<file path="config.mk">
export PLATFORM = sky130hd
export DESIGN_NAME = mp3s2_out
export DESIGN_NICKNAME = d
export VERILOG_FILES = /design/src/design/mp3s2_pkg.sv /design/src/design/mp3s2_out.sv
export SDC_FILE = /design/constraint.sdc
export NUM_CORES = 1
export LEC_CHECK = 0
export ABC_AREA = 1
export BUFFER_PORTS_ARGS = -buffer_cell sky130_fd_sc_hd__buf_2
export CORE_MARGIN = 2
export CORE_UTILIZATION = 35
export CTS_BUF_LIST = sky130_fd_sc_hd__clkbuf_16
export CTS_CLUSTER_SIZE = 25
export DETAILED_ROUTE_END_ITERATION = 10
export GPL_ROUTABILITY_DRIVEN = 0
export GPL_TIMING_DRIVEN = 0
export PLACE_DENSITY = 0.67
export SKIP_CTS_REPAIR_TIMING = 1
export SYNTH_ARGS = -nofsm -noshare
export SYNTH_HDL_FRONTEND = slang
export SYNTH_SLANG_ARGS = --single-unit
</file>
<file path="constraint.sdc">
create_clock -name clk -period 1.68 [get_ports clk]
set_input_delay 0 -clock clk [delete_from_list [all_inputs] [get_ports clk]]
set_output_delay 0 -clock clk [all_outputs]
set_load 0.02 [all_outputs]
</file>
<file path="src/design/mp3s2_pkg.sv">
// Shared types, constants and helper functions for the 3x3 stride-2 max pooling streamer.
// Used by every module of the block; depends on nothing else.

package mp3s2_pkg;

    // Size limits of the plane
    localparam int MAX_IN_WIDTH   = 1024;
    localparam int MAX_IN_HEIGHT  = 4096;
    localparam int MAX_OUT_WIDTH  = 512;
    localparam int MAX_OUT_HEIGHT = 2048;

    // Line stores are split into even and odd output columns
    localparam int BANK_DEPTH = MAX_OUT_WIDTH / 2;
    localparam int BANK_AW    = $clog2(BANK_DEPTH);

    // Configuration register indexes
    typedef enum logic [2:0] {
        CFG_IN_HEIGHT   = 3'd0,
        CFG_IN_WIDTH    = 3'd1,
        CFG_OUT_HEIGHT  = 3'd2,
        CFG_OUT_WIDTH   = 3'd3,
        CFG_PAD_TOP     = 3'd4,
        CFG_PAD_LEFT    = 3'd5,
        CFG_SIGNED_MODE = 3'd6
    } cfg_index_t;

    // Clamped sizes and output bounds, as the datapath uses them
    typedef struct packed {
        logic [12:0] ih;
        logic [10:0] iw;
        logic [1:0]  ph;
        logic [1:0]  pw;
        logic [11:0] ohb;
        logic [9:0]  owb;
        logic        smode;
    } cfg_t;

    // One output column touched by a pixel
    typedef struct packed {
        logic [8:0] ow;
        logic       last;
    } col_t;

    // One output row completed by a pixel
    typedef struct packed {
        logic [10:0] oh;
        logic        last;
    } row_t;

    // Decoded pixel held between the front end and the line store stage
    typedef struct packed {
        col_t [1:0]      cols;
        logic [1:0][7:0] h;
        logic [1:0]      n_ow;
        row_t [1:0]      rows;
        logic [1:0]      n_oh;
        logic            take_end;
        logic            even_r;
        logic            first_row;
    } item_t;

    // Line store word: overlap row and middle row accumulator of one column
    typedef struct packed {
        logic [7:0] ov;
        logic [7:0] ac;
    } line_t;

    // All results caused by one pixel, indexed [row][column]
    typedef struct packed {
        logic [1:0][1:0][7:0] vals;
        row_t [1:0]           rows;
        col_t [1:0]           cols;
        logic [1:0]           n_oh;
        logic [1:0]           n_ow;
    } res_t;

    function automatic logic [7:0] type_min(input logic smode);
        return {smode, 7'b0};
    endfunction

    // Larger of two pixels, signed or unsigned
    function automatic logic [7:0] pick_max(input logic [7:0] a, input logic [7:0] b,
                                            input logic smode);
        logic [7:0] flip;
        flip = {smode, 7'b0};
        return ((a ^ flip) >= (b ^ flip)) ? a : b;
    endfunction

endpackage

</file>
<file path="src/design/mp3s2_out.sv">
// Output stage: holds the results of one pixel and sends them one beat at a time,
// rows in order and columns ascending within a row. Uses mp3s2_pkg.

module mp3s2_out (
    input  logic             clk,
    input  logic             rst_n,
    input  logic             load,
    input  mp3s2_pkg::res_t  res,
    input  logic             m_tready,
    output logic             m_tvalid,
    output logic [31:0]      m_tdata,
    output logic             m_tlast,
    output logic             m_tuser,
    output logic             free
);

    mp3s2_pkg::res_t res_reg;
    logic            vld_reg;
    logic [1:0]      idx_reg;
    logic [1:0]      last_idx_reg;

    logic [2:0]      cnt;
    logic            ri;
    logic            cj;
    logic            at_last;

    // Number of results in the incoming set
    always_comb
    begin
        case (res.n_oh)
            2'd1:    cnt = {1'b0, res.n_ow};
            2'd2:    cnt = {res.n_ow, 1'b0};
            default: cnt = 3'd0;
        endcase
    end

    // Row and column of the current beat
    always_comb
    begin
        if (res_reg.n_ow == 2'd2)
        begin
            ri = idx_reg[1];
            cj = idx_reg[0];
        end
        else
        begin
            ri = idx_reg[0];
            cj = 1'b0;
        end
        at_last = (idx_reg == last_idx_reg);
    end

    // Load a new set or step through the current one
    always_ff @(posedge clk or negedge rst_n)
    begin
        if (!rst_n)
        begin
            vld_reg      <= 1'b0;
            idx_reg      <= 2'd0;
            last_idx_reg <= 2'd0;
        end
        else
        begin
            if (load)
            begin
                vld_reg      <= (cnt != 3'd0);
                idx_reg      <= 2'd0;
                last_idx_reg <= 2'(cnt - 3'd1);
            end
            else if (vld_reg && m_tready)
            begin
                if (at_last)
                begin
                    vld_reg <= 1'b0;
                end
                else
                begin
                    idx_reg <= idx_reg + 2'd1;
                end
            end
        end
    end

    always_ff @(posedge clk)
    begin
        if (load)
        begin
            res_reg <= res;
        end
    end

    assign free     = !vld_reg || (m_tready && at_last);
    assign m_tvalid = vld_reg;
    assign m_tdata  = {4'b0, res_reg.cols[cj].ow, res_reg.rows[ri].oh, res_reg.vals[ri][cj]};
    assign m_tlast  = at_last;
    assign m_tuser  = res_reg.rows[ri].last & res_reg.cols[cj].last;

endmodule

</file>
==> key figures, run 1 <==
Timing
  • Slew at the pin with the worst max-slew slack: 0.5506 ns
  • Endpoints failing hold: 0
  • Final period utilization: 0.9737
  • WHS: 0.03432 ns
  • Post-layout min period: 1.636 ns
  • Setup TNS: 0 ns
  • Fmax: 611.3 MHz
  • Slew Limit Fails: 0
  • Setup violators final: 0
  • Clock skew: 0.004688 ns
  • Relative slew slack: 0.6329
  • RSZ-0062 raised after global routing: yes

Floorplanning
  • Die Y: 103.1 um
  • Die area: 0.01063 mm^2
  • Row count: 36
  • Die Width: 103.1 um
  • Num ports: 120
  • Starting Density: 0.3566
  • Core Region: 0.009639 mm^2

Layout
  • NumNets Final: 604
  • Fraction of layout cells with a size suffix above 1: 0.3640
  • Max reg flops: 78
  • Fill count: 804
  • ANT cells: 0
  • Area overhead of the layout relative to synthesis: 63.67%

Clock tree
  • Root buf cell: clkbuf_16
  • Worst-case clock buffer depth: 2
  • Clock Sinks: 83
  • Insertion delay to the later sink of the worst-skew pair: 0.33 ns
  • H-tree Lvls: 3
  • Cts bufs inserted: 9
  • CTS clock-pin slew for the worst setup and hold paths: 0.06 ns
  • CTS tree: done

Critical path
  • Worst path top cell family by delay: simple AND/OR/NAND/NOR gates
  • CP Capture Type: output pin
  • Worst path required time: 1.68 ns
  • Crit-path cells: nor2_2 -> buf_6 -> nand2_4 -> nand2_8 -> clkbuf_16 -> nand2_2 -> nand3_2 -> nand2_1 -> buf_6
  • Worst endpoint data arrival time: 1.64 ns
  • CP bufs+invs: 3
  • Worst Setup Start Kind: register
  • Crit-path max FO: 5
  • Crit-path max cell delay: 0.40 ns
  • R2r endpoint: m_tvalid
  • Beginning of the worst register-to-register path: idx_reg[0]
  • Reg2Reg Depth: 8
  • Crit path top cell by count: buf_6
  • Critical-path top delay cell: edfxtp_1
  • Worst R2R Setup Slack: 0.55 ns
  • Critical Path Stages: 9
  • Critical path type: register to output pin

GRT
  • Total GRT Usage: 0.1347
  • First-pass GRT wire length: 10.58 mm
  • Initial antenna violation count: 0
  • Largest net degree at the start of global routing: 44
  • GRT Residual Overflow: 0
  • Vias in the first global route: 2335

Logic synthesis
  • Top cell type's share of synthesized area: 0.6815
  • Flops & latches, synth: 83
  • Avg Cell Area, Syn: 11.61 um^2
  • Sequential area share after synthesis: 0.7179
  • Synth Instances: 296
  • Yosys top cell by area: edfxtp_1
  • Post-synth cell types: 22
  • Area contributors post-synth: edfxtp_1 (68%), nand2_1 (13%), inv_1 (3.8%)
  • Yosys warns: 0
  • Mapped Area: 0.003437 mm^2

Detailed routing
  • Average wire per standard cell: 13.57 um
  • Via Count: 2832
  • DR vias/cell: 4.324
  • Post-route ant nets: 0
  • Detailed Route WL: 8.887 mm
  • First-pass DRT Iterations: 4
  • Drt drc: 0
  • DRT iter0 DRCs: 98

Power
  • Maximum vdd ir drop: 0.6465 mV
  • Power Density: 970.5 mW/mm^2
  • Static Leakage: 2.655 nW

Worst hold path
  • Hold WC Path Type: primary input to async pin

Placement
  • Final HPWL DP: 4.926 mm
  • PortBufs: 115

Flow run
  • Max_cap viols: 0

Status
  • Status: complete, no violations
-- synthesized netlist by cell type (all sizes together) --
cell / instances
nand2: 123
edfxtp: 78
inv: 37
buf: 12
nand3: 10
o21ai: 10
o211ai: 8
dfrtp: 5
nor2: 4
ha: 3
nand4: 2
a31oi: 1
clkinv: 1
conb: 1
xor2: 1
-- area by class of cell --
cell class,count,area [um^2],share of cell area
clock buffer,9,225.2,0.04004
inverter,38,155.1,0.02758
buffer,12,113.9,0.02024
multi-input combinational,166,867.1,0.1541
clock inverter,7,43.79,0.007785
sequential,83,2469,0.4388
timing repair buffer,207,1585,0.2818
tap,133,166.4,0.02958
-- through the flow --
step / cells / util / cell area [um^2] / power (W) / setup WS, ns
2_1_floorplan: 299 / - / 3448 / 0.002995 / 0.4388
3_3_place_gp: 547 / 0.4347 / 4190 / 0.003323 / -0.4561
3_5_place_dp: 548 / 0.4370 / 4213 / 0.003347 / 0.2569
4_1_cts: 564 / 0.4650 / 4482 / 0.005120 / -0.1129
5_1_grt: 655 / 0.5836 / 5625 / 0.005713 / -0.05258
6_report: 655 / 0.5836 / 5625 / 0.005459 / 0.04417
-- cell families (layout without fill, tap and decap cells) --
kind of cell | after synthesis | count (layout) | share of synthesized area
XOR/XNOR | 1 | 1 | 0.002549
AO/OA/AOI/OAI | 19 | 19 | 0.03386
flip-flops | 83 | 83 | 0.7179
adder cells (fa/ha/maj) | 3 | 3 | 0.01092
AND/OR/NAND/NOR | 139 | 139 | 0.1635
other | 1 | 4 | 0.001091
buffers and inverters | 50 | 273 | 0.07026
-- layout by cell type (no fill, tap or decap), types with 2 or more instances in the layout --
master | synthesis | routed
nor2_1 | 3 | 2
buf_2 | 3 | 93
conb_1 | 1 | 4
nand2_1 | 119 | 104
edfxtp_1 | 78 | 78
dlygate4sd3_1 | 0 | 79
buf_4 | 6 | 31
nor2_2 | 1 | 2
nand2_2 | 2 | 14
buf_8 | 0 | 2
ha_1 | 3 | 3
o211ai_1 | 8 | 8
o21ai_0 | 2 | 2
dfrtp_1 | 5 | 4
buf_6 | 3 | 12
nand3_2 | 0 | 7
clkbuf_16 | 0 | 10
nand3_1 | 10 | 2
nand2_4 | 2 | 3
nand2_8 | 0 | 2
nand4_1 | 2 | 2
o21ai_2 | 0 | 2
clkinv_2 | 0 | 3
inv_1 | 35 | 35
o21ai_1 | 8 | 6
inv_2 | 2 | 2
-- report_power, final --
group | internal, W | switching (W) | total, W
combinational | 0.000547 | 0.000603 | 0.00115
clock | 0.000995 | 0.000804 | 0.00180
sequential | 0.00245 | 0.0000613 | 0.00251
total | 0.00399 | 0.00147 | 0.00546
-- how the worst max path moves through the flow --
stage | startpoint | end | slack (ns)
2_1_floorplan | res_reg[0] | m_tuser | 0.44
3_3_place_gp | load | idx_reg[1] | -0.46
3_5_place_dp | res_reg[1] | m_tdata[6] | 0.26
4_1_cts | res_reg[1] | m_tdata[6] | -0.11
5_1_grt | res_reg[0] | m_tdata[7] | -0.05
6_report | res_reg[0] | m_tdata[1] | 0.04
-- routing by layer --
layer	GRT usage	routed length [um]	vias up
met5	0	0	-
met4	0.05466	131	0
met3	0.04407	501	13
met2	0.2223	4652	88
met1	0.1635	3602	1321
li1	-	-	1410
Note: power is estimated with default switching activity, not from simulation.
==> run 2, diff against run 1 <==
--- a/config.mk
+++ b/config.mk
@@ -6,7 +6,8 @@
 export NUM_CORES = 1
 export LEC_CHECK = 0
 export ABC_AREA = 1
-export BUFFER_PORTS_ARGS = -buffer_cell sky130_fd_sc_hd__buf_2
+export BUFFER_PORTS_ARGS = -buffer_cell sky130_fd_sc_hd__buf_4
+export CAP_MARGIN = 20
 export CORE_MARGIN = 2
 export CORE_UTILIZATION = 35
 export CTS_BUF_LIST = sky130_fd_sc_hd__clkbuf_16
@@ -14,7 +15,7 @@
 export DETAILED_ROUTE_END_ITERATION = 10
 export GPL_ROUTABILITY_DRIVEN = 0
 export GPL_TIMING_DRIVEN = 0
-export PLACE_DENSITY = 0.67
+export PLACE_DENSITY = 0.7
 export SKIP_CTS_REPAIR_TIMING = 1
 export SYNTH_ARGS = -nofsm -noshare
 export SYNTH_HDL_FRONTEND = slang
==> constraint.sdc (replaced) <==
create_clock -name clk -period 1.45 [get_ports clk]
set_input_delay 0 -clock clk [delete_from_list [all_inputs] [get_ports clk]]
set_output_delay 0 -clock clk [all_outputs]
set_load 0.02 [all_outputs]
==> key figures, run 2 (synthesized netlist as in run 1, its figures left out) <==
Critical path
  • Critical-path top delay cell: edfxtp_1
  • Critical path type: register to output pin
  • Reg2Reg Depth: 9 (+1)
  • CP Capture Type: output pin
  • Worst R2R Setup Slack: 0.24 ns (-0.31 ns)
  • Worst path required time: 1.45 ns (-0.23 ns)
  • Crit-path max FO: 5 (unchanged)
  • Worst Setup Start Kind: register
  • Crit-path max cell delay: 0.40 ns (about the same)
  • Crit-path cells: nor2_2 -> buf_6 -> nand2_4 -> nand2_8 -> buf_8 -> nand2_2 -> nand3_2 -> nand2_2 -> buf_6
  • Worst endpoint data arrival time: 1.63 ns (about the same)

Detailed routing
  • First-pass DRT Iterations: 4 (unchanged)
  • Detailed Route WL: 9.059 mm (+1.9%)
  • Drt drc: 0 (unchanged)
  • Post-route ant nets: 0 (unchanged)
  • DR vias/cell: 4.261 (-1.5%)
  • DRT iter0 DRCs: 111 (+13%)
  • Via Count: 2795 (-1.3%)
  • Average wire per standard cell: 13.81 um (+1.8%)

Power
  • Total power: 0.006588 W (+21%)
  • Maximum vdd ir drop: 0.7837 mV (+21%)
  • Static Leakage: 2.762 nW (+4.0%)
  • Power Density: 1113 mW/mm^2 (+15%)

GRT
  • Vias in the first global route: 2256 (-3.4%)
  • GRT Residual Overflow: 0 (unchanged)
  • Initial antenna violation count: 0 (unchanged)
  • First-pass GRT wire length: 10.59 mm (about the same)
  • Total GRT Usage: 0.1338 (-0.0008921)
  • Largest net degree at the start of global routing: 83 (+89%)

Timing
  • Fmax: 612.2 MHz
  • Relative slew slack: 0.3300 (-0.3029)
  • RSZ-0062 raised after global routing: yes
  • Slew at the pin with the worst max-slew slack: 1.005 ns (+0.4543 ns)
  • Final period utilization: 1.127
  • Slew Limit Fails: 0 (unchanged)
  • Clock skew: 0.004706 ns (+0.00001818 ns)
  • WHS: 0.01075 ns (-0.02357 ns)
  • Setup violators final: 29 (+29)
  • Post-layout min period: 1.633 ns
  • Endpoints failing hold: 0 (unchanged)
  • Worst setup margin: -0.1835 ns (-0.2277 ns)
  • Setup TNS: -3.611 ns (-3.611 ns)

Clock tree
  • Root buf cell: clkbuf_16
  • CTS tree: done
  • Clock Sinks: 83 (unchanged)
  • Worst-case clock buffer depth: 2 (unchanged)
  • H-tree Lvls: 3 (unchanged)
  • CTS clock-pin slew for the worst setup and hold paths: 0.06 ns (about the same)
  • Cts bufs inserted: 9 (unchanged)
  • Insertion delay to the later sink of the worst-skew pair: 0.32 ns (about the same)

Placement
  • Placed cells: 547 (-0.18%)
  • PortBufs: 115 (unchanged)
  • Final HPWL DP: 4.827 mm (-2.0%)

Worst hold path
  • Hold WC Path Type: primary input to async pin

Layout
  • Most common cell after layout, fill and taps aside: buf_4
  • Post-Layout Cell Count: 656 (+0.15%)
  • Fraction of layout cells with a size suffix above 1: 0.3728 (+0.008864)
  • Fill count: 762 (-5.2%)
  • ANT cells: 0 (unchanged)
  • NumNets Final: 605 (+0.17%)
  • Most frequent cells in the layout: buf_4 (117), nand2_1 (98), dlygate4sd3_1 (79)
  • Max reg flops: 78 (unchanged)
  • Area overhead of the layout relative to synthesis: 72.19%

Floorplanning
  • Num ports: 120 (unchanged)
  • Die Width: 103.1 um (unchanged)
  • Die area: 0.01063 mm^2 (unchanged)
  • Starting Density: 0.3566 (unchanged)
  • Core Region: 0.009639 mm^2 (unchanged)
  • Die Y: 103.1 um (unchanged)
  • Row count: 36 (unchanged)

Status
  • Failing checks: setup timing
  • Status: finished, violations left

Flow run
  • Max_cap viols: 0 (unchanged)
run 2: layout make-up:
type                    instances  area, um^2  area share
flip-flops and latches         83        2470      0.4173
multi-input cells             166       877.1      0.1482
inverters                      38       155.1     0.02622
plain buffers                  12       113.9     0.01924
clock inverters                 7       70.07     0.01184
repair buffers                208        1841      0.3110
well taps                     133       166.4     0.02812
clock buffers                   9       225.2     0.03805
run 2: final timing paths:
check / from / endpoint
worst max-delay path: res_reg[0] / m_tdata[0]
worst min-delay path: rst_n / last_idx_reg[1]
worst max register to register: idx_reg[0] / m_tvalid
worst min register to register: m_tvalid / m_tvalid
max in group asynchronous: rst_n / idx_reg[0]
min in group clk: m_tready / m_tvalid
run 2: critical path: cells and delay by family, from the launching register on:
family | cells | cell delay [ns]
and+or+nand+nor | 6 | 0.48
buffers and inverters | 3 | 0.42
DFF | 1 | 0.40
run 2: layer usage:
layer	up-vias	track usage	part of all wire
li1	1409	-	-
met1	1299	0.1724	0.40
met2	85	0.2158	0.55
met3	2	0.04678	0.051
met4	0	0.03644	0.0034
met5	-	0	0
run 2: per-stage QoR:
stage / area, um^2 / util / worst slack, ns
final: 5918 / 0.6140 / -0.1835
after global routing: 5918 / 0.6140 / -0.2655
after CTS: 4773 / 0.4952 / -0.3124
after detailed placement: 4478 / 0.4646 / -0.1177
after global placement: 4478 / 0.4646 / -0.06093
after floorplan: 3448 / - / 0.2088
run 2: power by group:
group          switching [W]  internal (W)  total [W]
logic               0.000714      0.000733    0.00145
clock network       0.000906       0.00133    0.00223
registers          0.0000690       0.00284    0.00291
