$ cat src/design/mp3s2_pkg.sv
// Shared types, constants and helper functions for the 3x3 stride-2 max pooling streamer.
// Used by every module of the block; depends on nothing else.

package mp3s2_pkg;

    // Size limits of the plane
    localparam int MAX_IN_WIDTH   = 1024;
    localparam int MAX_IN_HEIGHT  = 4096;
    localparam int MAX_OUT_WIDTH  = 512;
    localparam int MAX_OUT_HEIGHT = 2048;

    // Line stores are split into even and odd output columns
    localparam int BANK_DEPTH = MAX_OUT_WIDTH / 2;
    localparam int BANK_AW    = $clog2(BANK_DEPTH);

    // Configuration register indexes
    typedef enum logic [2:0] {
        CFG_IN_HEIGHT   = 3'd0,
        CFG_IN_WIDTH    = 3'd1,
        CFG_OUT_HEIGHT  = 3'd2,
        CFG_OUT_WIDTH   = 3'd3,
        CFG_PAD_TOP     = 3'd4,
        CFG_PAD_LEFT    = 3'd5,
        CFG_SIGNED_MODE = 3'd6
    } cfg_index_t;

    // Clamped sizes and output bounds, as the datapath uses them
    typedef struct packed {
        logic [12:0] ih;
        logic [10:0] iw;
        logic [1:0]  ph;
        logic [1:0]  pw;
        logic [11:0] ohb;
        logic [9:0]  owb;
        logic        smode;
    } cfg_t;

    // One output column touched by a pixel
    typedef struct packed {
        logic [8:0] ow;
        logic       last;
    } col_t;

    // One output row completed by a pixel
    typedef struct packed {
        logic [10:0] oh;
        logic        last;
    } row_t;

    // Decoded pixel held between the front end and the line store stage
    typedef struct packed {
        col_t [1:0]      cols;
        logic [1:0][7:0] h;
        logic [1:0]      n_ow;
        row_t [1:0]      rows;
        logic [1:0]      n_oh;
        logic            take_end;
        logic            even_r;
        logic            first_row;
    } item_t;

    // Line store word: overlap row and middle row accumulator of one column
    typedef struct packed {
        logic [7:0] ov;
        logic [7:0] ac;
    } line_t;

    // All results caused by one pixel, indexed [row][column]
    typedef struct packed {
        logic [1:0][1:0][7:0] vals;
        row_t [1:0]           rows;
        col_t [1:0]           cols;
        logic [1:0]           n_oh;
        logic [1:0]           n_ow;
    } res_t;

    function automatic logic [7:0] type_min(input logic smode);
        return {smode, 7'b0};
    endfunction

    // Larger of two pixels, signed or unsigned
    function automatic logic [7:0] pick_max(input logic [7:0] a, input logic [7:0] b,
                                            input logic smode);
        logic [7:0] flip;
        flip = {smode, 7'b0};
        return ((a ^ flip) >= (b ^ flip)) ? a : b;
    endfunction

endpackage

$ cat src/design/mp3s2_cfg.sv
// Configuration registers and the clamped sizes and output bounds derived from them.
// Depends on mp3s2_pkg.

module mp3s2_cfg (
    input  logic                clk,
    input  logic                rst_n,
    input  logic                cfg_we,
    input  logic [2:0]          cfg_index,
    input  logic [12:0]         cfg_data,
    output mp3s2_pkg::cfg_t     cfg,
    output logic                hold
);

    logic [12:0] in_height_reg;
    logic [10:0] in_width_reg;
    logic [11:0] out_height_reg;
    logic [9:0]  out_width_reg;
    logic [1:0]  pad_top_reg;
    logic [1:0]  pad_left_reg;
    logic        signed_mode_reg;
    logic        hold_reg;

    mp3s2_pkg::cfg_t cfg_reg;
    mp3s2_pkg::cfg_t cfg_next;

    logic [13:0] sum_h;
    logic [13:0] sum_w;
    logic [13:0] bnd_h;
    logic [13:0] bnd_w;
    logic [13:0] lim_h;
    logic [13:0] lim_w;

    // Register writes; block input for one cycle while derived values settle
    always_ff @(posedge clk or negedge rst_n)
    begin
        if (!rst_n)
        begin
            in_height_reg   <= 13'd2;
            in_width_reg    <= 11'd2;
            out_height_reg  <= 12'd1;
            out_width_reg   <= 10'd1;
            pad_top_reg     <= 2'd0;
            pad_left_reg    <= 2'd0;
            signed_mode_reg <= 1'b1;
            hold_reg        <= 1'b0;
        end
        else
        begin
            hold_reg <= cfg_we;
            if (cfg_we)
            begin
                case (mp3s2_pkg::cfg_index_t'(cfg_index))
                    mp3s2_pkg::CFG_IN_HEIGHT:   in_height_reg   <= cfg_data;
                    mp3s2_pkg::CFG_IN_WIDTH:    in_width_reg    <= cfg_data[10:0];
                    mp3s2_pkg::CFG_OUT_HEIGHT:  out_height_reg  <= cfg_data[11:0];
                    mp3s2_pkg::CFG_OUT_WIDTH:   out_width_reg   <= cfg_data[9:0];
                    mp3s2_pkg::CFG_PAD_TOP:     pad_top_reg     <= cfg_data[1:0];
                    mp3s2_pkg::CFG_PAD_LEFT:    pad_left_reg    <= cfg_data[1:0];
                    mp3s2_pkg::CFG_SIGNED_MODE: signed_mode_reg <= cfg_data[0];
                    default: ;
                endcase
            end
        end
    end

    // Clamp sizes and pads, then bound the output sizes
    always_comb
    begin
        cfg_next.smode = signed_mode_reg;

        if (in_height_reg == 13'd0)
        begin
            cfg_next.ih = 13'd1;
        end
        else if (in_height_reg > 13'(mp3s2_pkg::MAX_IN_HEIGHT))
        begin
            cfg_next.ih = 13'(mp3s2_pkg::MAX_IN_HEIGHT);
        end
        else
        begin
            cfg_next.ih = in_height_reg;
        end

        if (in_width_reg == 11'd0)
        begin
            cfg_next.iw = 11'd1;
        end
        else if (in_width_reg > 11'(mp3s2_pkg::MAX_IN_WIDTH))
        begin
            cfg_next.iw = 11'(mp3s2_pkg::MAX_IN_WIDTH);
        end
        else
        begin
            cfg_next.iw = in_width_reg;
        end

        cfg_next.ph = (pad_top_reg > 2'd2) ? 2'd2 : pad_top_reg;
        cfg_next.pw = (pad_left_reg > 2'd2) ? 2'd2 : pad_left_reg;

        sum_h = {1'b0, cfg_next.ih} + {11'b0, cfg_next.ph, 1'b0};
        sum_w = {3'b0, cfg_next.iw} + {11'b0, cfg_next.pw, 1'b0};
        bnd_h = (sum_h < 14'd3) ? 14'd0 : ((sum_h - 14'd3) >> 1) + 14'd1;
        bnd_w = (sum_w < 14'd3) ? 14'd0 : ((sum_w - 14'd3) >> 1) + 14'd1;

        lim_h = (bnd_h > {2'b0, out_height_reg}) ? {2'b0, out_height_reg} : bnd_h;
        lim_h = (lim_h > 14'(mp3s2_pkg::MAX_OUT_HEIGHT)) ?
                14'(mp3s2_pkg::MAX_OUT_HEIGHT) : lim_h;
        lim_w = (bnd_w > {4'b0, out_width_reg}) ? {4'b0, out_width_reg} : bnd_w;
        lim_w = (lim_w > 14'(mp3s2_pkg::MAX_OUT_WIDTH)) ?
                14'(mp3s2_pkg::MAX_OUT_WIDTH) : lim_w;

        cfg_next.ohb = lim_h[11:0];
        cfg_next.owb = lim_w[9:0];
    end

    // Hold derived values
    always_ff @(posedge clk or negedge rst_n)
    begin
        if (!rst_n)
        begin
            cfg_reg.ih    <= 13'd2;
            cfg_reg.iw    <= 11'd2;
            cfg_reg.ph    <= 2'd0;
            cfg_reg.pw    <= 2'd0;
            cfg_reg.ohb   <= 12'd0;
            cfg_reg.owb   <= 10'd0;
            cfg_reg.smode <= 1'b1;
        end
        else
        begin
            cfg_reg <= cfg_next;
        end
    end

    assign cfg  = cfg_reg;
    assign hold = hold_reg;

endmodule

$ cat config.mk
export PLATFORM = sky130hd
export DESIGN_NAME = mp3s2_cfg
export DESIGN_NICKNAME = d
export VERILOG_FILES = /design/src/design/mp3s2_pkg.sv /design/src/design/mp3s2_cfg.sv
export SDC_FILE = /design/constraint.sdc
export NUM_CORES = 1
export LEC_CHECK = 0
export ABC_CLOCK_PERIOD_IN_PS = 9600
export BUFFER_PORTS_ARGS = -buffer_cell sky130_fd_sc_hd__buf_2
export CELL_PAD_IN_SITES_DETAIL_PLACEMENT = 1
export CELL_PAD_IN_SITES_GLOBAL_PLACEMENT = 1
export CORE_MARGIN = 10
export CORE_UTILIZATION = 50
export DETAILED_ROUTE_END_ITERATION = 10
export PLACE_DENSITY_LB_ADDON = 0.1
export SLEW_MARGIN = 30
export SYNTH_ARGS = -nofsm -noshare
export SYNTH_HDL_FRONTEND = slang
export SYNTH_SLANG_ARGS = --single-unit
export TNS_END_PERCENT = 50
$ cat constraint.sdc
create_clock -name clk -period 9.6 [get_ports clk]
set_clock_uncertainty 0.2 [all_clocks]
set_input_delay 1.44 -clock clk [delete_from_list [all_inputs] [get_ports clk]]
set_output_delay 1.44 -clock clk [all_outputs]
set_load 0.02 [all_outputs]
==> flow_summary.toml, run 1 <==
[outcome]
outcome = "completed"

[yosys]
synthDominantCellAreaShare_pct = 35.8
ys_top_cells_by_count = "95 x dfrtp_1, 51 x nor2_1, 46 x nand2_1"
synth_cells = 704
ys_ff_latch = 103
syn_nets = 755
synth_area_leader_cell = "dfrtp_1"
synth.distinct_cells = 78
netlist_area_sq_um = 6640
ys_async_sr_fraction_pct = 100
synth_top_flop_cell = "dfrtp_1"
yosys-top-cells-area = "dfrtp_1 36%, mux2_2 7.1%, ha_1 5.7%"
synth-warning-count = 0
synth-seq-area-share_pct = 39.0
synth.most_common_cell = "dfrtp_1"
syn_area_per_cell_sq_um = 9.43
synth_edf_count = 0

[clock_network]
cts_tree = "yes"
holdBufCountCts = 0
cts.path.max_buffers = 2
cts_sinks = 103
post_cts_buffers = 0
clk_pin_slew_worst_paths_ns = 0.07
insertion_delay_ns = 0.35
htree_levels = 3
clockRootBuffer = "clkbuf_16"
ctsResizeCount = 0
numCtsBuffers = 9

[hold_path]
min_path_type = "reg -> reg"

[sta]
fmaxAchievable_mhz = 143
rsz0062_at_grt = "no"
slew_headroom_pct = 43.0
worstMarginPinSlew_ns = 0.852
slew_viol_final = 0
finalHoldWorstSlack_ns = 0.168
finalHoldViolCount = 0
fin_crit_ns = 7.00
tns_ns = 0
setup_viol = 0
post-route-period-util_pct = 72.9

[worst_setup_path]
cp-endpoint = "cfg[11]"
criticalPathCategory = "reg -> reg"
worstPathMaxFanout = 23
worstSetupEndpointType = "register"
arrival_ns = 7.07
cp-startpoint = "in_height_reg[12]"
worst_setup_path_start_kind = "register"
cp_data_required_time_ns = 9.67
rr_worst_depth = 23
reg2reg_slack_ns = 2.60
regToRegEndpoint = "cfg[11]"
r2r-start = "in_height_reg[12]"

[final_layout]
drive_gt1_share_pct = 22.1
largest_reg_flops = 51
area_growth_pct = 11.6
layout.nets = 808
fill_cells = 1535
insertedDiodeCount = 0

[route]
firstDrtPassIters = 5
antenna_left = 0
drt_iter0_markers = 306
detail_route.wl_per_cell_microns = 21.0
vias = 5687
avgViaCountPerCell = 6.07
totalWireLength_mm = 19.7
route.detailed.drc = 0

[die]
die_x_microns = 135
die_area_sq_um = 18300
io_pins = 71
core-area_sq_um = 13100
start_util_pct = 50.5
rows = 42
die_y_microns = 135

[power]
p_int_w = 0.00129
clkPwrFrac_pct = 15.0
power.total_w = 0.00239
swShare_pct = 45.8
combPwrFrac_pct = 57.8
power_density_nw_per_um2 = 322
ir_drop_mv = 0.156
power_switching_w = 0.00109
p_seq_share_pct = 27.2
leakagePower_nw = 3.28

[global_route]
grt_max_degree = 79
grt_pass1_vias = 6058
grt_pass1_wl_mm = 31.7
overflow = 0
grt_usage_pct = 21.4
antenna_found_initial = 0

[job]
drv_cap = 0

[placement]
place.gp.congestion = 0.910
io_buffers = 70
dp_hpwl_mm = 15.1
[power groups by stage]
stage | Clock (W) | Sequential (W) | Combinational (W)
6_report | 0.000359 | 0.000649 | 0.00138
5_1_grt | 0.000384 | 0.000662 | 0.00152
4_1_cts | 0.000366 | 0.000648 | 0.00138
3_5_place_dp | 0 | 0.000655 | 0.00136
3_3_place_gp | 0 | 0.000647 | 0.00130
2_1_floorplan | 0 | 0.000686 | 0.000952
[through the flow]
stage               cell area [sq um]  util (%)  setup WS, ns  instances
finish                           7410      56.4          2.60        937
global route                     7410      56.4          2.04        937
CTS                              7400      56.4          2.72        937
detailed placement               7120      54.2          2.73        922
global placement                 7120      54.2          2.96        922
floorplan                        6640         -          3.96        704
[kinds of logic (layout without fill, tap and decap cells)]
group | count (synthesis) | after routing | share of synthesized area, %
AND/OR/NAND/NOR | 251 | 251 | 20.6
AO/OA/AOI/OAI | 173 | 173 | 17.9
flip-flops | 103 | 103 | 39.0
buffers and inverters | 65 | 122 | 3.94
multiplexers | 50 | 50 | 8.33
adder cells (fa/ha/maj) | 32 | 32 | 6.26
XOR/XNOR | 30 | 30 | 4.07
[critical path, cell delays in order, from the launching register on]
cell	delay [ns]
dfrtp_1	0.82
inv_1	0.26
nand2_1	0.20
inv_1	0.08
ha_1	0.32
a21oi_2	0.39
nor4b_1	0.15
or2_0	0.37
or3_1	0.52
o31ai_2	0.38
nand4b_1	0.23
mux2i_1	0.24
mux2_2	0.38
ha_1	0.29
and3_1	0.16
nand3_1	0.13
nor3_1	0.28
a31oi_1	0.08
a31oi_1	0.16
buf_4	0.27
inv_1	0.16
o41ai_2	0.32
nand4b_1	0.31
a21oi_1	0.22
[placed cells by master, fill, tap and decap left out, types with 10 or more instances in the layout]
| master | netlist | routed |
|---|---|---|
| nand4_1 | 10 | 10 |
| o31ai_1 | 10 | 10 |
| o21ai_0 | 35 | 35 |
| nor2_1 | 51 | 51 |
| inv_1 | 33 | 33 |
| dfrtp_1 | 95 | 95 |
| nor2b_1 | 24 | 24 |
| nand2_1 | 46 | 46 |
| and2_1 | 11 | 11 |
| nor3_1 | 19 | 18 |
| nand3_1 | 14 | 14 |
| nor4_1 | 11 | 11 |
| mux2_2 | 42 | 42 |
| buf_2 | 8 | 69 |
| a21oi_1 | 40 | 40 |
| ha_1 | 30 | 30 |
| a31oi_1 | 11 | 11 |
| nand2b_1 | 13 | 13 |
| xnor2_1 | 20 | 20 |
[per-layer routing]
metal  GRT usage (%)  wire [microns]
met3            3.12             557
met2            40.1           10800
met4            6.34             340
met5               0               0
met1            24.5            7990
[cell type report]
class                      count  area [sq um]  area share [%]
sequential                   103          2590            34.9
timing repair buffer          74           387            5.22
tap                          176           220            2.97
multi-input combinational    536          3810            51.4
clock buffer                   9           225            3.04
clock inverter                 6          62.6           0.844
inverter                      33           124            1.67
[worst min path at each step]
| stage | from | end | slack, ns | cells past startpoint |
|---|---|---|---|---|
| floorplan | signed_mode_reg | cfg[0] | 0.15 | 0 |
| global placement | signed_mode_reg | cfg[0] | 0.16 | 0 |
| detailed placement | signed_mode_reg | cfg[0] | 0.16 | 0 |
| CTS | signed_mode_reg | cfg[0] | 0.17 | 0 |
| global route | signed_mode_reg | cfg[0] | 0.18 | 0 |
| finish | signed_mode_reg | cfg[0] | 0.17 | 0 |
Note: power is estimated with default switching activity, not from simulation.
==> inputs of run 2 (changes only) <==
--- a/config.mk
+++ b/config.mk
@@ -5,12 +5,12 @@
 export SDC_FILE = /design/constraint.sdc
 export NUM_CORES = 1
 export LEC_CHECK = 0
-export ABC_CLOCK_PERIOD_IN_PS = 9600
+export ABC_CLOCK_PERIOD_IN_PS = 7150
 export BUFFER_PORTS_ARGS = -buffer_cell sky130_fd_sc_hd__buf_2
 export CELL_PAD_IN_SITES_DETAIL_PLACEMENT = 1
 export CELL_PAD_IN_SITES_GLOBAL_PLACEMENT = 1
 export CORE_MARGIN = 10
-export CORE_UTILIZATION = 50
+export CORE_UTILIZATION = 46
 export DETAILED_ROUTE_END_ITERATION = 10
 export PLACE_DENSITY_LB_ADDON = 0.1
 export SLEW_MARGIN = 30
==> constraint.sdc (replaced) <==
create_clock -name clk -period 7.15 [get_ports clk]
set_clock_uncertainty 0.2 [all_clocks]
set_input_delay 1.0725 -clock clk [delete_from_list [all_inputs] [get_ports clk]]
set_output_delay 1.0725 -clock clk [all_outputs]
set_load 0.02 [all_outputs]
==> flow_summary.toml, run 2 (same netlist as run 1, synthesis figures left out) <==
[outcome]
outcome = "completed"

[final_layout]
fill_cells = 1612
final_cell_mix = "95 x dfrtp_1, 69 x buf_2, 51 x nor2_1"
fin_cells = 945
drive_gt1_share_pct = 22.5
layout.nets = 811
final_common_cell = "dfrtp_1"
area_growth_pct = 12.8
insertedDiodeCount = 0
final_area_sq_um = 7490
largest_reg_flops = 51

[sta]
fin_crit_ns = 6.65
fmaxAchievable_mhz = 150
finalHoldViolCount = 0
setup_viol = 0
tns_ns = 0
worstMarginPinSlew_ns = 0.765
post-route-period-util_pct = 93.0
slew_headroom_pct = 48.5
rsz0062_at_grt = "no"
slew_viol_final = 0

[route]
vias = 5667
route.detailed.drc = 0
drt_iter0_markers = 430
avgViaCountPerCell = 6.00
firstDrtPassIters = 5
detail_route.wl_per_cell_microns = 20.5
antenna_left = 0
totalWireLength_mm = 19.4

[placement]
io_buffers = 70
dp_hpwl_mm = 14.8
dp.cells = 929
place.gp.congestion = 0.912
placed_area_sq_um = 7140

[worst_setup_path]
rr_worst_depth = 20
worstPathMaxFanout = 13
reg2reg_slack_ns = 0.50
criticalPathCategory = "reg -> reg"
cp-startpoint = "in_width_reg[5]"
arrival_ns = 6.72
cp_data_required_time_ns = 7.22
worst_setup_path_start_kind = "register"
r2r-start = "in_width_reg[5]"
regToRegEndpoint = "cfg[2]"
cp-endpoint = "cfg[2]"
worstSetupEndpointType = "register"

[clock_network]
clk_pin_slew_worst_paths_ns = 0.06
post_cts_buffers = 0
ctsResizeCount = 0
cts_sinks = 103
holdBufCountCts = 0
cts_tree = "yes"
numCtsBuffers = 9
htree_levels = 3
clockRootBuffer = "clkbuf_16"
insertion_delay_ns = 0.35
cts.path.max_buffers = 2

[power]
swShare_pct = 45.0
p_seq_share_pct = 26.6
leakagePower_nw = 3.31
power_switching_w = 0.00146
ir_drop_mv = 0.218
clkPwrFrac_pct = 16.1
power.total_w = 0.00325
combPwrFrac_pct = 57.4
power_density_nw_per_um2 = 434
p_int_w = 0.00179

[global_route]
grt_max_degree = 59
grt_pass1_vias = 5840
antenna_found_initial = 0
grt_usage_pct = 19.8
grt_pass1_wl_mm = 32.2
overflow = 0

[job]
drv_cap = 0

[die]
die_area_sq_um = 19600
rows = 43
start_util_pct = 47.5
io_pins = 71
core-area_sq_um = 14000
die_x_microns = 140
die_y_microns = 140

[hold_path]
min_path_type = "reg -> reg"
-- run 2: cell types whose count changed in the layout (fill, tap and decap cells not counted), sizes merged --
cell	before	now
buf	74	77
clkbuf	9	11
clkinvlp	3	1
bufinv	1	2
clkinv	2	1
inv	33	34
-- run 2: area by class of cell --
| cell class | count | area, sq um | area share [%] |
|---|---|---|---|
| Multi-Input combinational cell | 536 | 3830 | 51.2 |
| Timing Repair Buffer | 77 | 405 | 5.41 |
| Inverter | 33 | 124 | 1.65 |
| Clock inverter | 5 | 81.3 | 1.09 |
| Clock buffer | 11 | 233 | 3.11 |
| Sequential cell | 103 | 2590 | 34.6 |
| Tap cell | 180 | 225 | 3.01 |
-- run 2: worst min path at each step --
stage,cells after the start,startpoint,slack [ns],endpoint
after floorplan,0,signed_mode_reg,0.15,cfg[0]
after global placement,0,signed_mode_reg,0.16,cfg[0]
after detailed placement,0,signed_mode_reg,0.16,cfg[0]
after CTS,0,signed_mode_reg,0.17,cfg[0]
after global routing,0,signed_mode_reg,0.18,cfg[0]
final,0,signed_mode_reg,0.17,cfg[0]
-- run 2: worst max-delay path: stages, from the launching register on --
cell	delay (ns)
dfrtp_1	0.56
or3_1	0.53
o31ai_1	0.42
nor2b_1	0.23
ha_1	0.24
nor2_1	0.16
a2111oi_0	0.53
o21ai_1	0.22
a21bo_2	0.28
a21oi_1	0.19
mux2i_1	0.40
ha_1	0.33
a21o_1	0.16
a21o_1	0.17
a21oi_1	0.20
inv_1	0.08
o31ai_1	0.38
nand2_1	0.42
o31a_1	0.41
o22ai_2	0.26
a21boi_1	0.21
-- run 2: layer usage --
layer | part of all wire (%) | wire [microns] | track usage, %
met5 | 0 | 0 | 0
met4 | 1.1 | 219 | 4.18
met3 | 4.8 | 929 | 4.50
met2 | 45 | 8710 | 30.2
met1 | 49 | 9490 | 28.0
-- run 2: power groups by stage --
| stage | registers (W) | clock network, W | logic (W) |
|---|---|---|---|
| 6_report | 0.000864 | 0.000522 | 0.00186 |
| 5_1_grt | 0.000886 | 0.000565 | 0.00208 |
| 4_1_cts | 0.000863 | 0.000534 | 0.00186 |
| 3_5_place_dp | 0.000871 | 0 | 0.00184 |
| 3_3_place_gp | 0.000863 | 0 | 0.00179 |
| 2_1_floorplan | 0.000921 | 0 | 0.00128 |
-- run 2: per-stage QoR --
stage          utilization (%)  hold slack, ns  worst slack [ns]
2_1_floorplan                -           0.152              1.51
6_report                  53.5           0.168             0.501
3_3_place_gp              51.1           0.156             0.554
4_1_cts                   53.3           0.168             0.389
5_1_grt                   53.5           0.177            0.0705
3_5_place_dp              51.1           0.157             0.398
