==> config.mk <==
export PLATFORM = sky130hd
export DESIGN_NAME = mp3s2_front
export DESIGN_NICKNAME = d
export VERILOG_FILES = /design/src/design/mp3s2_pkg.sv /design/src/design/mp3s2_front.sv
export SDC_FILE = /design/constraint.sdc
export NUM_CORES = 1
export LEC_CHECK = 0
export BUFFER_PORTS_ARGS = -buffer_cell sky130_fd_sc_hd__buf_2
export CORE_MARGIN = 10
export CORE_UTILIZATION = 30
export CTS_BUF_LIST = sky130_fd_sc_hd__clkbuf_4
export DETAILED_ROUTE_END_ITERATION = 16
export PLACE_DENSITY = 0.48
export SYNTH_ARGS = -nofsm -noshare
export SYNTH_HDL_FRONTEND = slang
export SYNTH_SLANG_ARGS = --single-unit
==> constraint.sdc <==
create_clock -name clk -period 10.4 [get_ports clk]
set_input_delay 2.08 -clock clk [delete_from_list [all_inputs] [get_ports clk]]
set_output_delay 2.08 -clock clk [all_outputs]
set_load 0.1 [all_outputs]
==> src/design/mp3s2_pkg.sv <==
// Shared types, constants and helper functions for the 3x3 stride-2 max pooling streamer.
// Used by every module of the block; depends on nothing else.

package mp3s2_pkg;

    // Size limits of the plane
    localparam int MAX_IN_WIDTH   = 1024;
    localparam int MAX_IN_HEIGHT  = 4096;
    localparam int MAX_OUT_WIDTH  = 512;
    localparam int MAX_OUT_HEIGHT = 2048;

    // Line stores are split into even and odd output columns
    localparam int BANK_DEPTH = MAX_OUT_WIDTH / 2;
    localparam int BANK_AW    = $clog2(BANK_DEPTH);

    // Configuration register indexes
    typedef enum logic [2:0] {
        CFG_IN_HEIGHT   = 3'd0,
        CFG_IN_WIDTH    = 3'd1,
        CFG_OUT_HEIGHT  = 3'd2,
        CFG_OUT_WIDTH   = 3'd3,
        CFG_PAD_TOP     = 3'd4,
        CFG_PAD_LEFT    = 3'd5,
        CFG_SIGNED_MODE = 3'd6
    } cfg_index_t;

    // Clamped sizes and output bounds, as the datapath uses them
    typedef struct packed {
        logic [12:0] ih;
        logic [10:0] iw;
        logic [1:0]  ph;
        logic [1:0]  pw;
        logic [11:0] ohb;
        logic [9:0]  owb;
        logic        smode;
    } cfg_t;

    // One output column touched by a pixel
    typedef struct packed {
        logic [8:0] ow;
        logic       last;
    } col_t;

    // One output row completed by a pixel
    typedef struct packed {
        logic [10:0] oh;
        logic        last;
    } row_t;

    // Decoded pixel held between the front end and the line store stage
    typedef struct packed {
        col_t [1:0]      cols;
        logic [1:0][7:0] h;
        logic [1:0]      n_ow;
        row_t [1:0]      rows;
        logic [1:0]      n_oh;
        logic            take_end;
        logic            even_r;
        logic            first_row;
    } item_t;

    // Line store word: overlap row and middle row accumulator of one column
    typedef struct packed {
        logic [7:0] ov;
        logic [7:0] ac;
    } line_t;

    // All results caused by one pixel, indexed [row][column]
    typedef struct packed {
        logic [1:0][1:0][7:0] vals;
        row_t [1:0]           rows;
        col_t [1:0]           cols;
        logic [1:0]           n_oh;
        logic [1:0]           n_ow;
    } res_t;

    function automatic logic [7:0] type_min(input logic smode);
        return {smode, 7'b0};
    endfunction

    // Larger of two pixels, signed or unsigned
    function automatic logic [7:0] pick_max(input logic [7:0] a, input logic [7:0] b,
                                            input logic smode);
        logic [7:0] flip;
        flip = {smode, 7'b0};
        return ((a ^ flip) >= (b ^ flip)) ? a : b;
    endfunction

endpackage

==> src/design/mp3s2_front.sv <==
// Input side: row and column counters, horizontal window maximum, and decode of which
// output rows and columns a pixel completes. Registers the decoded pixel. Uses mp3s2_pkg.

module mp3s2_front (
    input  logic                                clk,
    input  logic                                rst_n,
    input  mp3s2_pkg::cfg_t                     cfg,
    input  logic [7:0]                          pixel,
    input  logic                                accept,
    input  logic                                adv,
    output logic [1:0][mp3s2_pkg::BANK_AW-1:0]  rd_addr,
    output mp3s2_pkg::item_t                    item,
    output logic                                item_valid
);

    logic [11:0] row_cnt_reg;
    logic [11:0] row_cnt_next;
    logic [9:0]  col_cnt_reg;
    logic [9:0]  col_cnt_next;
    logic [7:0]  hp_reg;
    logic [7:0]  hp_next;
    logic        item_valid_reg;

    mp3s2_pkg::item_t item_reg;
    mp3s2_pkg::item_t item_next;

    logic [11:0] r;
    logic [9:0]  c;
    logic        last_col;
    logic        bottom;
    logic [7:0]  mn;
    logic [7:0]  hp_old;
    logic [7:0]  hmax;
    logic [10:0] relc;
    logic [9:0]  half;
    logic [9:0]  half_m1;
    logic [9:0]  owb_m1;
    logic        a_ok;
    logic        b_ok;
    logic [12:0] relr;
    logic [11:0] rhalf;
    logic [11:0] rhalf_m1;
    logic [11:0] ohb_m1;
    logic        end_ok;
    logic        bot_ok;
    mp3s2_pkg::col_t col_a;
    mp3s2_pkg::col_t col_b;
    mp3s2_pkg::row_t row_e;
    mp3s2_pkg::row_t row_b;
    logic [7:0]  h_b;

    // Decode the current pixel position
    always_comb
    begin
        r = ({1'b0, row_cnt_reg} >= cfg.ih) ? 12'(cfg.ih - 13'd1) : row_cnt_reg;
        c = ({1'b0, col_cnt_reg} >= cfg.iw) ? 10'(cfg.iw - 11'd1) : col_cnt_reg;
        last_col = ({1'b0, c} == (cfg.iw - 11'd1));
        bottom   = ({1'b0, r} == (cfg.ih - 13'd1));

        // horizontal maximum
        mn     = mp3s2_pkg::type_min(cfg.smode);
        hp_old = (c == 10'd0) ? mn : hp_reg;
        hmax   = mp3s2_pkg::pick_max(hp_old, pixel, cfg.smode);

        // output columns completed here
        relc    = {1'b0, c} + {9'b0, cfg.pw};
        hp_next = relc[0] ? hmax : pixel;
        half    = relc[10:1];
        half_m1 = half - 10'd1;
        owb_m1  = cfg.owb - 10'd1;
        a_ok    = !relc[0] && (half != 10'd0) && (half_m1 < cfg.owb);
        b_ok    = last_col && (half < cfg.owb);
        col_a.ow   = half_m1[8:0];
        col_a.last = (half_m1 == owb_m1);
        col_b.ow   = half[8:0];
        col_b.last = (half == owb_m1);
        h_b        = relc[0] ? hmax : pixel;

        // output rows completed on this row
        relr     = {1'b0, r} + {11'b0, cfg.ph};
        rhalf    = relr[12:1];
        rhalf_m1 = rhalf - 12'd1;
        ohb_m1   = cfg.ohb - 12'd1;
        end_ok   = !relr[0] && (rhalf != 12'd0) && (rhalf_m1 < cfg.ohb);
        bot_ok   = bottom && (rhalf < cfg.ohb);
        row_e.oh   = rhalf_m1[10:0];
        row_e.last = (rhalf_m1 == ohb_m1);
        row_b.oh   = rhalf[10:0];
        row_b.last = (rhalf == ohb_m1);

        // pack lists, first valid entry in slot 0
        item_next.cols[0]   = a_ok ? col_a : col_b;
        item_next.h[0]      = a_ok ? hmax : h_b;
        item_next.cols[1]   = col_b;
        item_next.h[1]      = h_b;
        item_next.n_ow      = {1'b0, a_ok} + {1'b0, b_ok};
        item_next.rows[0]   = end_ok ? row_e : row_b;
        item_next.rows[1]   = row_b;
        item_next.n_oh      = {1'b0, end_ok} + {1'b0, bot_ok};
        item_next.take_end  = end_ok;
        item_next.even_r    = !relr[0];
        item_next.first_row = (r == 12'd0);

        // advance counters, wrap at the end of the plane
        if (last_col)
        begin
            col_cnt_next = 10'd0;
            row_cnt_next = bottom ? 12'd0 : r + 12'd1;
        end
        else
        begin
            col_cnt_next = c + 10'd1;
            row_cnt_next = r;
        end
    end

    // Line store read addresses, one per column bank
    always_comb
    begin
        for (int b = 0; b < 2; b++)
        begin
            rd_addr[b] = (item_next.cols[0].ow[0] == 1'(b)) ?
                         item_next.cols[0].ow[8:1] : item_next.cols[1].ow[8:1];
        end
    end

    // Counters and horizontal partial
    always_ff @(posedge clk or negedge rst_n)
    begin
        if (!rst_n)
        begin
            row_cnt_reg    <= 12'd0;
            col_cnt_reg    <= 10'd0;
            hp_reg         <= mp3s2_pkg::type_min(1'b1);
            item_valid_reg <= 1'b0;
        end
        else
        begin
            if (accept)
            begin
                row_cnt_reg    <= row_cnt_next;
                col_cnt_reg    <= col_cnt_next;
                hp_reg         <= hp_next;
                item_valid_reg <= 1'b1;
            end
            else if (adv)
            begin
                item_valid_reg <= 1'b0;
            end
        end
    end

    // Decoded pixel register
    always_ff @(posedge clk)
    begin
        if (accept)
        begin
            item_reg <= item_next;
        end
    end

    assign item       = item_reg;
    assign item_valid = item_valid_reg;

endmodule

==> results of run 1 <==
worst max path at each step:
stage,slack [ns],start,to,cells past startpoint
finish,0.34,cfg[32],rd_addr[15],31
global route,-0.02,cfg[32],rd_addr[7],31
CTS,0.12,cfg[32],rd_addr[14],26
detailed placement,0.14,cfg[32],rd_addr[14],26
global placement,0.34,cfg[32],rd_addr[14],26
floorplan,0.02,cfg[32],rd_addr[8],34
final cells by class:
type / count / area [um^2] / share of cell area (%)
Multi-Input combinational cell: 911 / 7300 / 59.4
Sequential cell: 98 / 2790 / 22.7
Timing Repair Buffer: 176 / 1150 / 9.38
Tap cell: 455 / 569 / 4.63
Inverter: 92 / 348 / 2.83
Clock buffer: 9 / 67.6 / 0.550
Clock inverter: 7 / 58.8 / 0.478
Antenna cell: 3 / 7.51 / 0.0611
logic make-up after synthesis:
group	share of synthesized area, %
compound gates	16.0
mux	4.91
buf+inv	5.75
flops	26.8
xor+xnor	16.4
fa+ha+maj	11.0
simple gates	19.2
metal layers:
layer	vias up	track usage [%]	wire, um
met3	23	2.12	1490
met4	0	3.23	378
met5	-	0	0
met2	222	24.4	15100
met1	4395	22.2	16600
li1	4459	-	-
worst register-to-register path, delay by kind of cell (launching register included):
kind                     cells  cell delay (ns)
AO/OA/AOI/OAI                7             1.62
AND/OR/NAND/NOR              8             2.41
multiplexers                 2             0.94
adder cells (fa/ha/maj)      4             1.58
flip-flops                   1             0.66
buffers and inverters        1             0.06
XOR/XNOR                     1             0.13
cells in the mapped netlist (8+ instances only):
| cell | count |
|---|---|
| o21ai_0 | 41 |
| mux2_4 | 8 |
| edfxtp_1 | 67 |
| nor4_1 | 24 |
| ha_1 | 88 |
| a211oi_1 | 10 |
| mux2i_1 | 18 |
| or4_1 | 8 |
| xor2_1 | 40 |
| a31oi_1 | 9 |
| nor2b_1 | 12 |
| nand2b_1 | 8 |
| a21o_1 | 16 |
| and3_1 | 13 |
| o211ai_1 | 9 |
| dfrtp_1 | 30 |
| a22o_1 | 9 |
| xnor2_1 | 141 |
| nor2_1 | 65 |
| o21a_1 | 25 |
| inv_1 | 86 |
| nand2_1 | 75 |
| mux2_2 | 9 |
| nor3_1 | 34 |
| buf_2 | 11 |
| nand4_1 | 20 |
| a21oi_1 | 31 |
| clkbuf_1 | 30 |
| nand3_1 | 39 |
| o2bb2ai_1 | 9 |
timing repair:
action,in CTS,in global routing
setup endpoints to repair,0,13
endpoints found under the hold margin,0,0
buffers inserted,0,1
gates resized for setup,0,8
metrics by stage:
stage / setup WS, ns / instances
after floorplan: 0.0150 / 1153
after global placement: 0.337 / 1731
after detailed placement: 0.140 / 1731
after CTS: 0.116 / 1747
after global routing: -0.0225 / 1751
final: 0.339 / 1751
==> run_results.csv, run 1 <==
group,metric,value,unit
routing,drt_first_iter_violations,570,
setup_path,required,8.32,ns
clocking,cts_hold_buf,0,
routing,drc,0,
setup_path,arrival,7.98,ns
timing,hold_viol_final,0,
synth,synth_ff_type,"edfxtp_1",
clocking,root_buffer,"clkbuf_4",
timing,slew_violations,0,
die,row_count,68,
synth,synth_top_area_share,19.4,%
hold_path,hold_path_end,"hp_reg[3]",
setup_path,worstSetupStartpointType,"input port",
die,die_w,206,um
placement,gp_congestion,0.885,
timing,skew,0.0401,ns
synth,yosysTopAreaCell,"edfxtp_1",
synth,netlist_instances,1153,
final_layout,fin_util,35.8,%
placement,dp_hpwl,26800,um
setup_path,critPathCaptureType,"output port",
timing,slew_headroom,17.6,%
grt,grt_max_degree,58,
clocking,htree_levels,3,
grt,grt_pass1_vias,9061,
setup_path,critPathTopFamily,"compound AO/OA/AOI/OAI gates",
setup_path,r2r_slack,2.75,ns
timing,min_period_over_period,96.7,%
grt,grt_overflow,0,
die,die_height,206,um
setup_path,cp_max_fo,6,
hold_path,holdPathStages,1,
synth,synth_edf_count,67,
synth,synth_area,10400,um^2
clocking,cts_tree,"yes",
clocking,clk_path_buf_depth,2,
die,design.die.area,42500,um^2
synth,async_flop_share,31.6,%
final_layout,final_nets,1441,
setup_path,r2r_cells,23,
setup_path,max_stage_delay,0.39,ns
clocking,clk_pin_slew,0.17,ns
hold_path,hold_path_class,"reg2reg",
die,io_pins,147,
setup_path,cp_slowest_cell,"fa_2",
setup_path,timing.rr.start,"row_cnt_reg[4]",
final_layout,final_area,12300,um^2
clocking,clock_sinks,98,
clocking,clock_latency,0.51,ns
routing,wl_per_cell,19.1,um
final_layout,layout-drive-gt1-share,22.4,%
timing,timing.final.crit_period,10.06,ns
final_layout,area_growth,18.3,%
timing,tns,0,ns
hold_path,worstHoldStart,"hp_reg[3]",
die,core,34400,um^2
status,status,"finished clean",
placement,io_buffer_count,146,
final_layout,fillers,3607,
synth,synth_cell_types,103,
timing,timing.hold.ws,0.512,ns
timing,worst_pin_slew,1.20,ns
placement,place_area,12100,um^2
grt,grt_pass1_wl,52500,um
synth,synth_warnings,0,
synth,synth_nets,1306,
clocking,cts_buffers,9,
final_layout,layout_common_cells,"xnor2_1, buf_2, ha_1, inv_1, nand2_1",
grt,antenna_found_initial,2,
routing,post_drt_via_cell_ratio,5.20,
synth,ys_seq_elements,98,
routing,vias,9099,
synth,synth.yosys.seq_area_share,26.8,%
synth,synth.area.top_cells,"edfxtp_1, xnor2_1, ha_1",
routing,ant_nets,0,
setup_path,critical_path_class,"in2out",
timing,setup_viol,0,
grt,grt_use_total,15.6,%
setup_path,r2r-end,"item[12]",
final_layout,largest_register_ffs,67,
routing,dr.pass1.iters,5,
die,initial_core_util,30.2,%
synth,syn_area_per_cell,9.02,um^2
flow_run,cap_violations,0,
routing,wirelength,33500,um
timing,fmax,0.0994,GHz
setup_path,cp_num_buf_inv,7,
Power of run 1 is left out: the tool's default activity adds up to more than one toggle a clock period on the data nets, which glitch-free logic cannot reach.
==> run 2, diff against run 1 <==
Settings changed: BUFFER_PORTS_ARGS -buffer_cell sky130_fd_sc_hd__buf_2 to -buffer_cell sky130_fd_sc_hd__buf_4, CORE_UTILIZATION 30 to 55, PLACE_DENSITY 0.48 to 0.79.
==> run 2 against run 1 <==
Against the previous run: register-to-register slack got worse by 0.08 ns; design area decreased by 0.53%; core utilization increased by 30 points; sequential cell count unchanged; global-route usage increased by 8.3 points; highest routed layer unchanged; non-clock buffer count decreased by 2; die area decreased by 42%; clock skew decreased by 0.0063 ns; via count increased by 1.8%; routed wire length decreased by 9.6%; count of clock-buffer cells in the layout increased by 1.
==> run_results.csv, run 2 (same netlist as run 1, synthesis figures left out) <==
group,metric,value,unit
timing,timing.final.crit_period,10.01,ns
timing,min_period_over_period,96.2,%
clocking,cts_tree,"yes",
die,io_pins,147,
clocking,cts_hold_buf,0,
setup_path,arrival,7.93,ns
timing,slew_violations,0,
clocking,htree_levels,3,
clocking,clk_path_buf_depth,2,
clocking,root_buffer,"clkbuf_4",
hold_path,worstHoldStart,"hp_reg[3]",
routing,ant_nets,0,
grt,grt_pass1_wl,47900,um
grt,grt_overflow,0,
final_layout,layout_commonest_cell,"buf_4",
timing,tns,0,ns
setup_path,timing.rr.start,"row_cnt_reg[5]",
placement,io_buffer_count,146,
setup_path,r2r_cells,25,
die,die_height,157,um
final_layout,layout-drive-gt1-share,22.2,%
setup_path,cp_slowest_cell,"fa_2",
die,initial_core_util,55.8,%
final_layout,largest_register_ffs,67,
setup_path,critPathCaptureType,"output port",
clocking,clk_pin_slew,0.14,ns
setup_path,critical_path_class,"in2out",
timing,skew,0.0338,ns
placement,dp_hpwl,24000,um
setup_path,required,8.32,ns
placement,gp_congestion,0.983,
timing,setup_viol,0,
clocking,clock_sinks,98,
routing,drc,0,
hold_path,holdPathStages,1,
timing,fmax,0.0999,GHz
final_layout,layout_common_cells,"buf_4, xnor2_1, ha_1, inv_1, nand2_1",
grt,grt_max_degree,55,
die,die_w,157,um
timing,rsz0062_at_grt,"false",
setup_path,cp_num_buf_inv,7,
routing,drt_first_iter_violations,817,
routing,wirelength,30300,um
die,row_count,50,
die,design.die.area,24800,um^2
setup_path,cp_max_fo,14,
routing,dr.pass1.iters,6,
grt,grt_use_total,23.9,%
final_layout,fillers,1573,
setup_path,critPathTopFamily,"compound AO/OA/AOI/OAI gates",
routing,wl_per_cell,19.8,um
timing,worst_pin_slew,0.937,ns
die,core,18600,um^2
clocking,clock_latency,0.49,ns
final_layout,final_nets,1439,
setup_path,r2r-end,"item[12]",
final_layout,area_growth,17.6,%
grt,antenna_found_initial,1,
hold_path,hold_path_end,"hp_reg[3]",
setup_path,max_stage_delay,0.40,ns
setup_path,r2r_slack,2.67,ns
routing,post_drt_via_cell_ratio,6.07,
hold_path,hold_path_class,"reg2reg",
timing,hold_viol_final,0,
flow_run,cap_violations,0,
routing,vias,9267,
grt,grt_pass1_vias,9078,
setup_path,worstSetupStartpointType,"input port",
status,status,"finished clean",
timing,slew_headroom,37.3,%
clocking,cts_buffers,9,
-- run 2: cell types whose count changed in the layout (fill, tap and decap cells not counted), sizes merged --
| cell | before | now |
|---|---|---|
| clkbuf | 9 | 10 |
| inv | 94 | 92 |
| bufinv | 0 | 2 |
| buf | 176 | 174 |
| clkinvlp | 2 | 1 |
| diode | 3 | 1 |
-- run 2: worst register-to-register path: stages (launching register included) --
cell and delay (ns):
dfrtp_1 0.77, ha_1 0.36, and4_1 0.19, a41oi_1 0.24
a21o_1 0.26, nand3_2 0.12, buf_4 0.28, a21oi_1 0.20
buf_4 0.17, inv_1 0.08, fa_1 0.56, nand2_1 0.12
a32oi_1 0.05, or3_1 0.55, inv_1 0.17, ha_1 0.26
nand3_1 0.33, nor4_2 0.57, and3_1 0.31, xor2_1 0.11
ha_1 0.24, a2111oi_0 0.33, a21oi_1 0.16, or3_1 0.42
nor3_1 0.25, mux2_2 0.38
-- run 2: through the flow --
stage	instances	instance area, um^2	hold WS (ns)	util (%)	setup WS (ns)
2_1_floorplan	1153	10700	0.458	-	0.0150
3_3_place_gp	1509	12000	0.476	64.4	0.234
3_5_place_dp	1509	12000	0.480	64.4	0.0762
4_1_cts	1525	12200	0.513	65.3	0.0461
5_1_grt	1526	12200	0.521	65.6	0.00750
6_report	1526	12200	0.508	65.6	0.394
-- run 2: what timing repair did --
action,CTS,global route
gates resized for setup,0,14
setup endpoints to repair,0,13
setup buffers,0,0
-- run 2: how the worst max path moves through the flow --
stage / from / end / slack (ns) / depth (start not counted)
after CTS: cfg[32] / rd_addr[10] / 0.05 / 31
after floorplan: cfg[32] / rd_addr[8] / 0.02 / 34
final: cfg[32] / rd_addr[12] / 0.39 / 31
after global placement: cfg[32] / rd_addr[10] / 0.23 / 31
after global routing: cfg[32] / rd_addr[3] / 0.007 / 31
after detailed placement: cfg[32] / rd_addr[10] / 0.08 / 31
-- run 2: final cells by class --
cell class | count | area [um^2] | share of cell area, %
clock buffer | 10 | 75.1 | 0.614
tap | 234 | 293 | 2.39
antenna | 1 | 2.50 | 0.0205
sequential | 98 | 2790 | 22.8
inverter | 92 | 348 | 2.84
multi-input combinational | 911 | 7310 | 59.8
timing repair buffer | 174 | 1330 | 10.8
clock inverter | 6 | 88.8 | 0.726
-- run 2: layer usage --
metal / vias up / GRT usage, % / wire length [um]
met1: 4444 / 31.9 / 13400
li1: 4452 / - / -
met5: - / 0 / 0
met3: 37 / 5.24 / 2280
met2: 334 / 38.4 / 14100
met4: 0 / 6.14 / 481
Power of run 2 is left out for the same reason.
==> run 3, diff against run 2 <==
==> constraint.sdc (replaced) <==
create_clock -name clk -period 10.4 [get_ports clk]
set_input_delay 1.56 -clock clk [delete_from_list [all_inputs] [get_ports clk]]
set_output_delay 1.56 -clock clk [all_outputs]
set_load 0.1 [all_outputs]
==> run 3 against run 2 <==
Against the previous run: die area did not move; register-to-register slack got worse by 0.10 ns; core utilization fell by 2.1 points; count of clock-buffer cells in the layout fell by 1; routed wire length fell by 3.4%; cell count fell by 1.0%; maximum frequency rose by 2.4%; via count barely moved; sequential share of layout area rose by 0.77 points; hold slack improved by 0.0049 ns.
==> run_results.csv, run 3 (same netlist as run 1, synthesis figures left out) <==
group,metric,value,unit
status,status,"finished clean",
grt,grt_use_total,23.2,%
timing,min_period_over_period,93.9,%
routing,dr.pass1.iters,5,
setup_path,worstSetupStartpointType,"input port",
clocking,clk_path_buf_depth,2,
final_layout,layout-drive-gt1-share,20.0,%
timing,fmax,0.102,GHz
flow_run,cap_violations,0,
clocking,clock_latency,0.49,ns
die,io_pins,147,
clocking,post_cts_buffers,0,
setup_path,critPathCaptureType,"output port",
setup_path,r2r_cells,24,
die,core,18600,um^2
setup_path,max_stage_delay,0.68,ns
clocking,htree_levels,3,
clocking,clk_pin_slew,0.15,ns
setup_path,cp_max_fo,17,
timing,fin_ws,0.630,ns
grt,antenna_found_initial,1,
clocking,cts_buffers,9,
routing,vias,9262,
setup_path,cp_slowest_cell,"o311a_1",
timing,slew_violations,0,
die,row_count,50,
final_layout,area_growth,13.8,%
routing,drt_first_iter_violations,837,
setup_path,critical_path_class,"in2out",
setup_path,cp_num_buf_inv,5,
die,die_height,157,um
timing,timing.final.crit_period,9.77,ns
final_layout,final_nets,1423,
grt,grt_pass1_vias,8841,
setup_path,cp.depth,25,
setup_path,required,8.84,ns
grt,grt_overflow,0,
timing,setup_viol,0,
final_layout,final_area,11800,um^2
placement,post-place-ws,0.736,ns
final_layout,layout_commonest_cell,"buf_4",
die,die_w,157,um
timing,tns,0,ns
clocking,root_buffer,"clkbuf_4",
routing,drc,0,
routing,ant_nets,0,
die,initial_core_util,55.8,%
grt,grt_max_degree,72,
clocking,clock_sinks,98,
final_layout,layout_common_cells,"buf_4, xnor2_1, ha_1, inv_1, nand2_1",
placement,place_area,11700,um^2
timing,slew_headroom,38.9,%
clocking,cts_hold_buf,0,
placement,io_buffer_count,146,
hold_path,hold_path_class,"reg2reg",
timing,skew,0.0380,ns
routing,wl_per_cell,19.4,um
timing,hold_viol_final,0,
final_layout,largest_register_ffs,67,
die,design.die.area,24800,um^2
clocking,cts_resized,0,
clocking,cts_tree,"yes",
setup_path,arrival,8.21,ns
placement,gp_congestion,0.992,
routing,post_drt_via_cell_ratio,6.13,
setup_path,critPathTopFamily,"compound AO/OA/AOI/OAI gates",
timing,worst_pin_slew,0.894,ns
placement,dp_hpwl,23500,um
grt,grt_pass1_wl,46800,um
hold_path,holdPathStages,1,
routing,wirelength,29200,um
timing,rsz0062_at_grt,"false",
==> run 3: changes by cell type in the layout (fill, tap and decap cells not counted), moves of 5 or more <==
| cell | previous run | this run |
|---|---|---|
| buf_4 | 169 | 158 |
| xnor2_2 | 6 | 15 |
| xnor2_4 | 9 | 0 |
| buf_6 | 5 | 0 |
| mux2i_1 | 13 | 18 |
| mux2i_4 | 7 | 2 |
==> run 3: area by class of cell <==
class / count / area, um^2
Multi-Input combinational cell: 911 / 7090
Fill cell: 1583 / 6810
Sequential cell: 98 / 2790
Timing Repair Buffer: 158 / 1190
Inverter: 92 / 348
Tap cell: 234 / 293
Clock buffer: 9 / 67.6
Clock inverter: 7 / 58.8
Antenna cell: 1 / 2.50
==> run 3: per-stage QoR <==
stage / hold WS (ns) / std cells / util (%)
2_1_floorplan: 0.458 / 1153 / -
3_3_place_gp: 0.476 / 1493 / 62.8
3_5_place_dp: 0.474 / 1493 / 62.8
4_1_cts: 0.517 / 1509 / 63.4
5_1_grt: 0.538 / 1510 / 63.5
6_report: 0.513 / 1510 / 63.5
==> run 3: worst paths after layout <==
path	startpoint	end	slack, ns
worst max-delay path	cfg[32]	rd_addr[12]	0.63
worst min-delay path	hp_reg[5]	hp_reg[5]	0.51
worst max register to register	row_cnt_reg[4]	item[12]	2.57
worst min register to register	hp_reg[5]	hp_reg[5]	0.51
max in group asynchronous	rst_n	hp_reg[7]	9.06
min in group asynchronous	rst_n	col_cnt_reg[5]	0.96
==> run 3: per-layer routing <==
metal	routed length [um]	global-route usage, %
met2	13600	37.7
met5	0	0
met3	2090	3.28
met4	781	7.84
met1	12700	30.8
Power of run 3 is left out for the same reason.
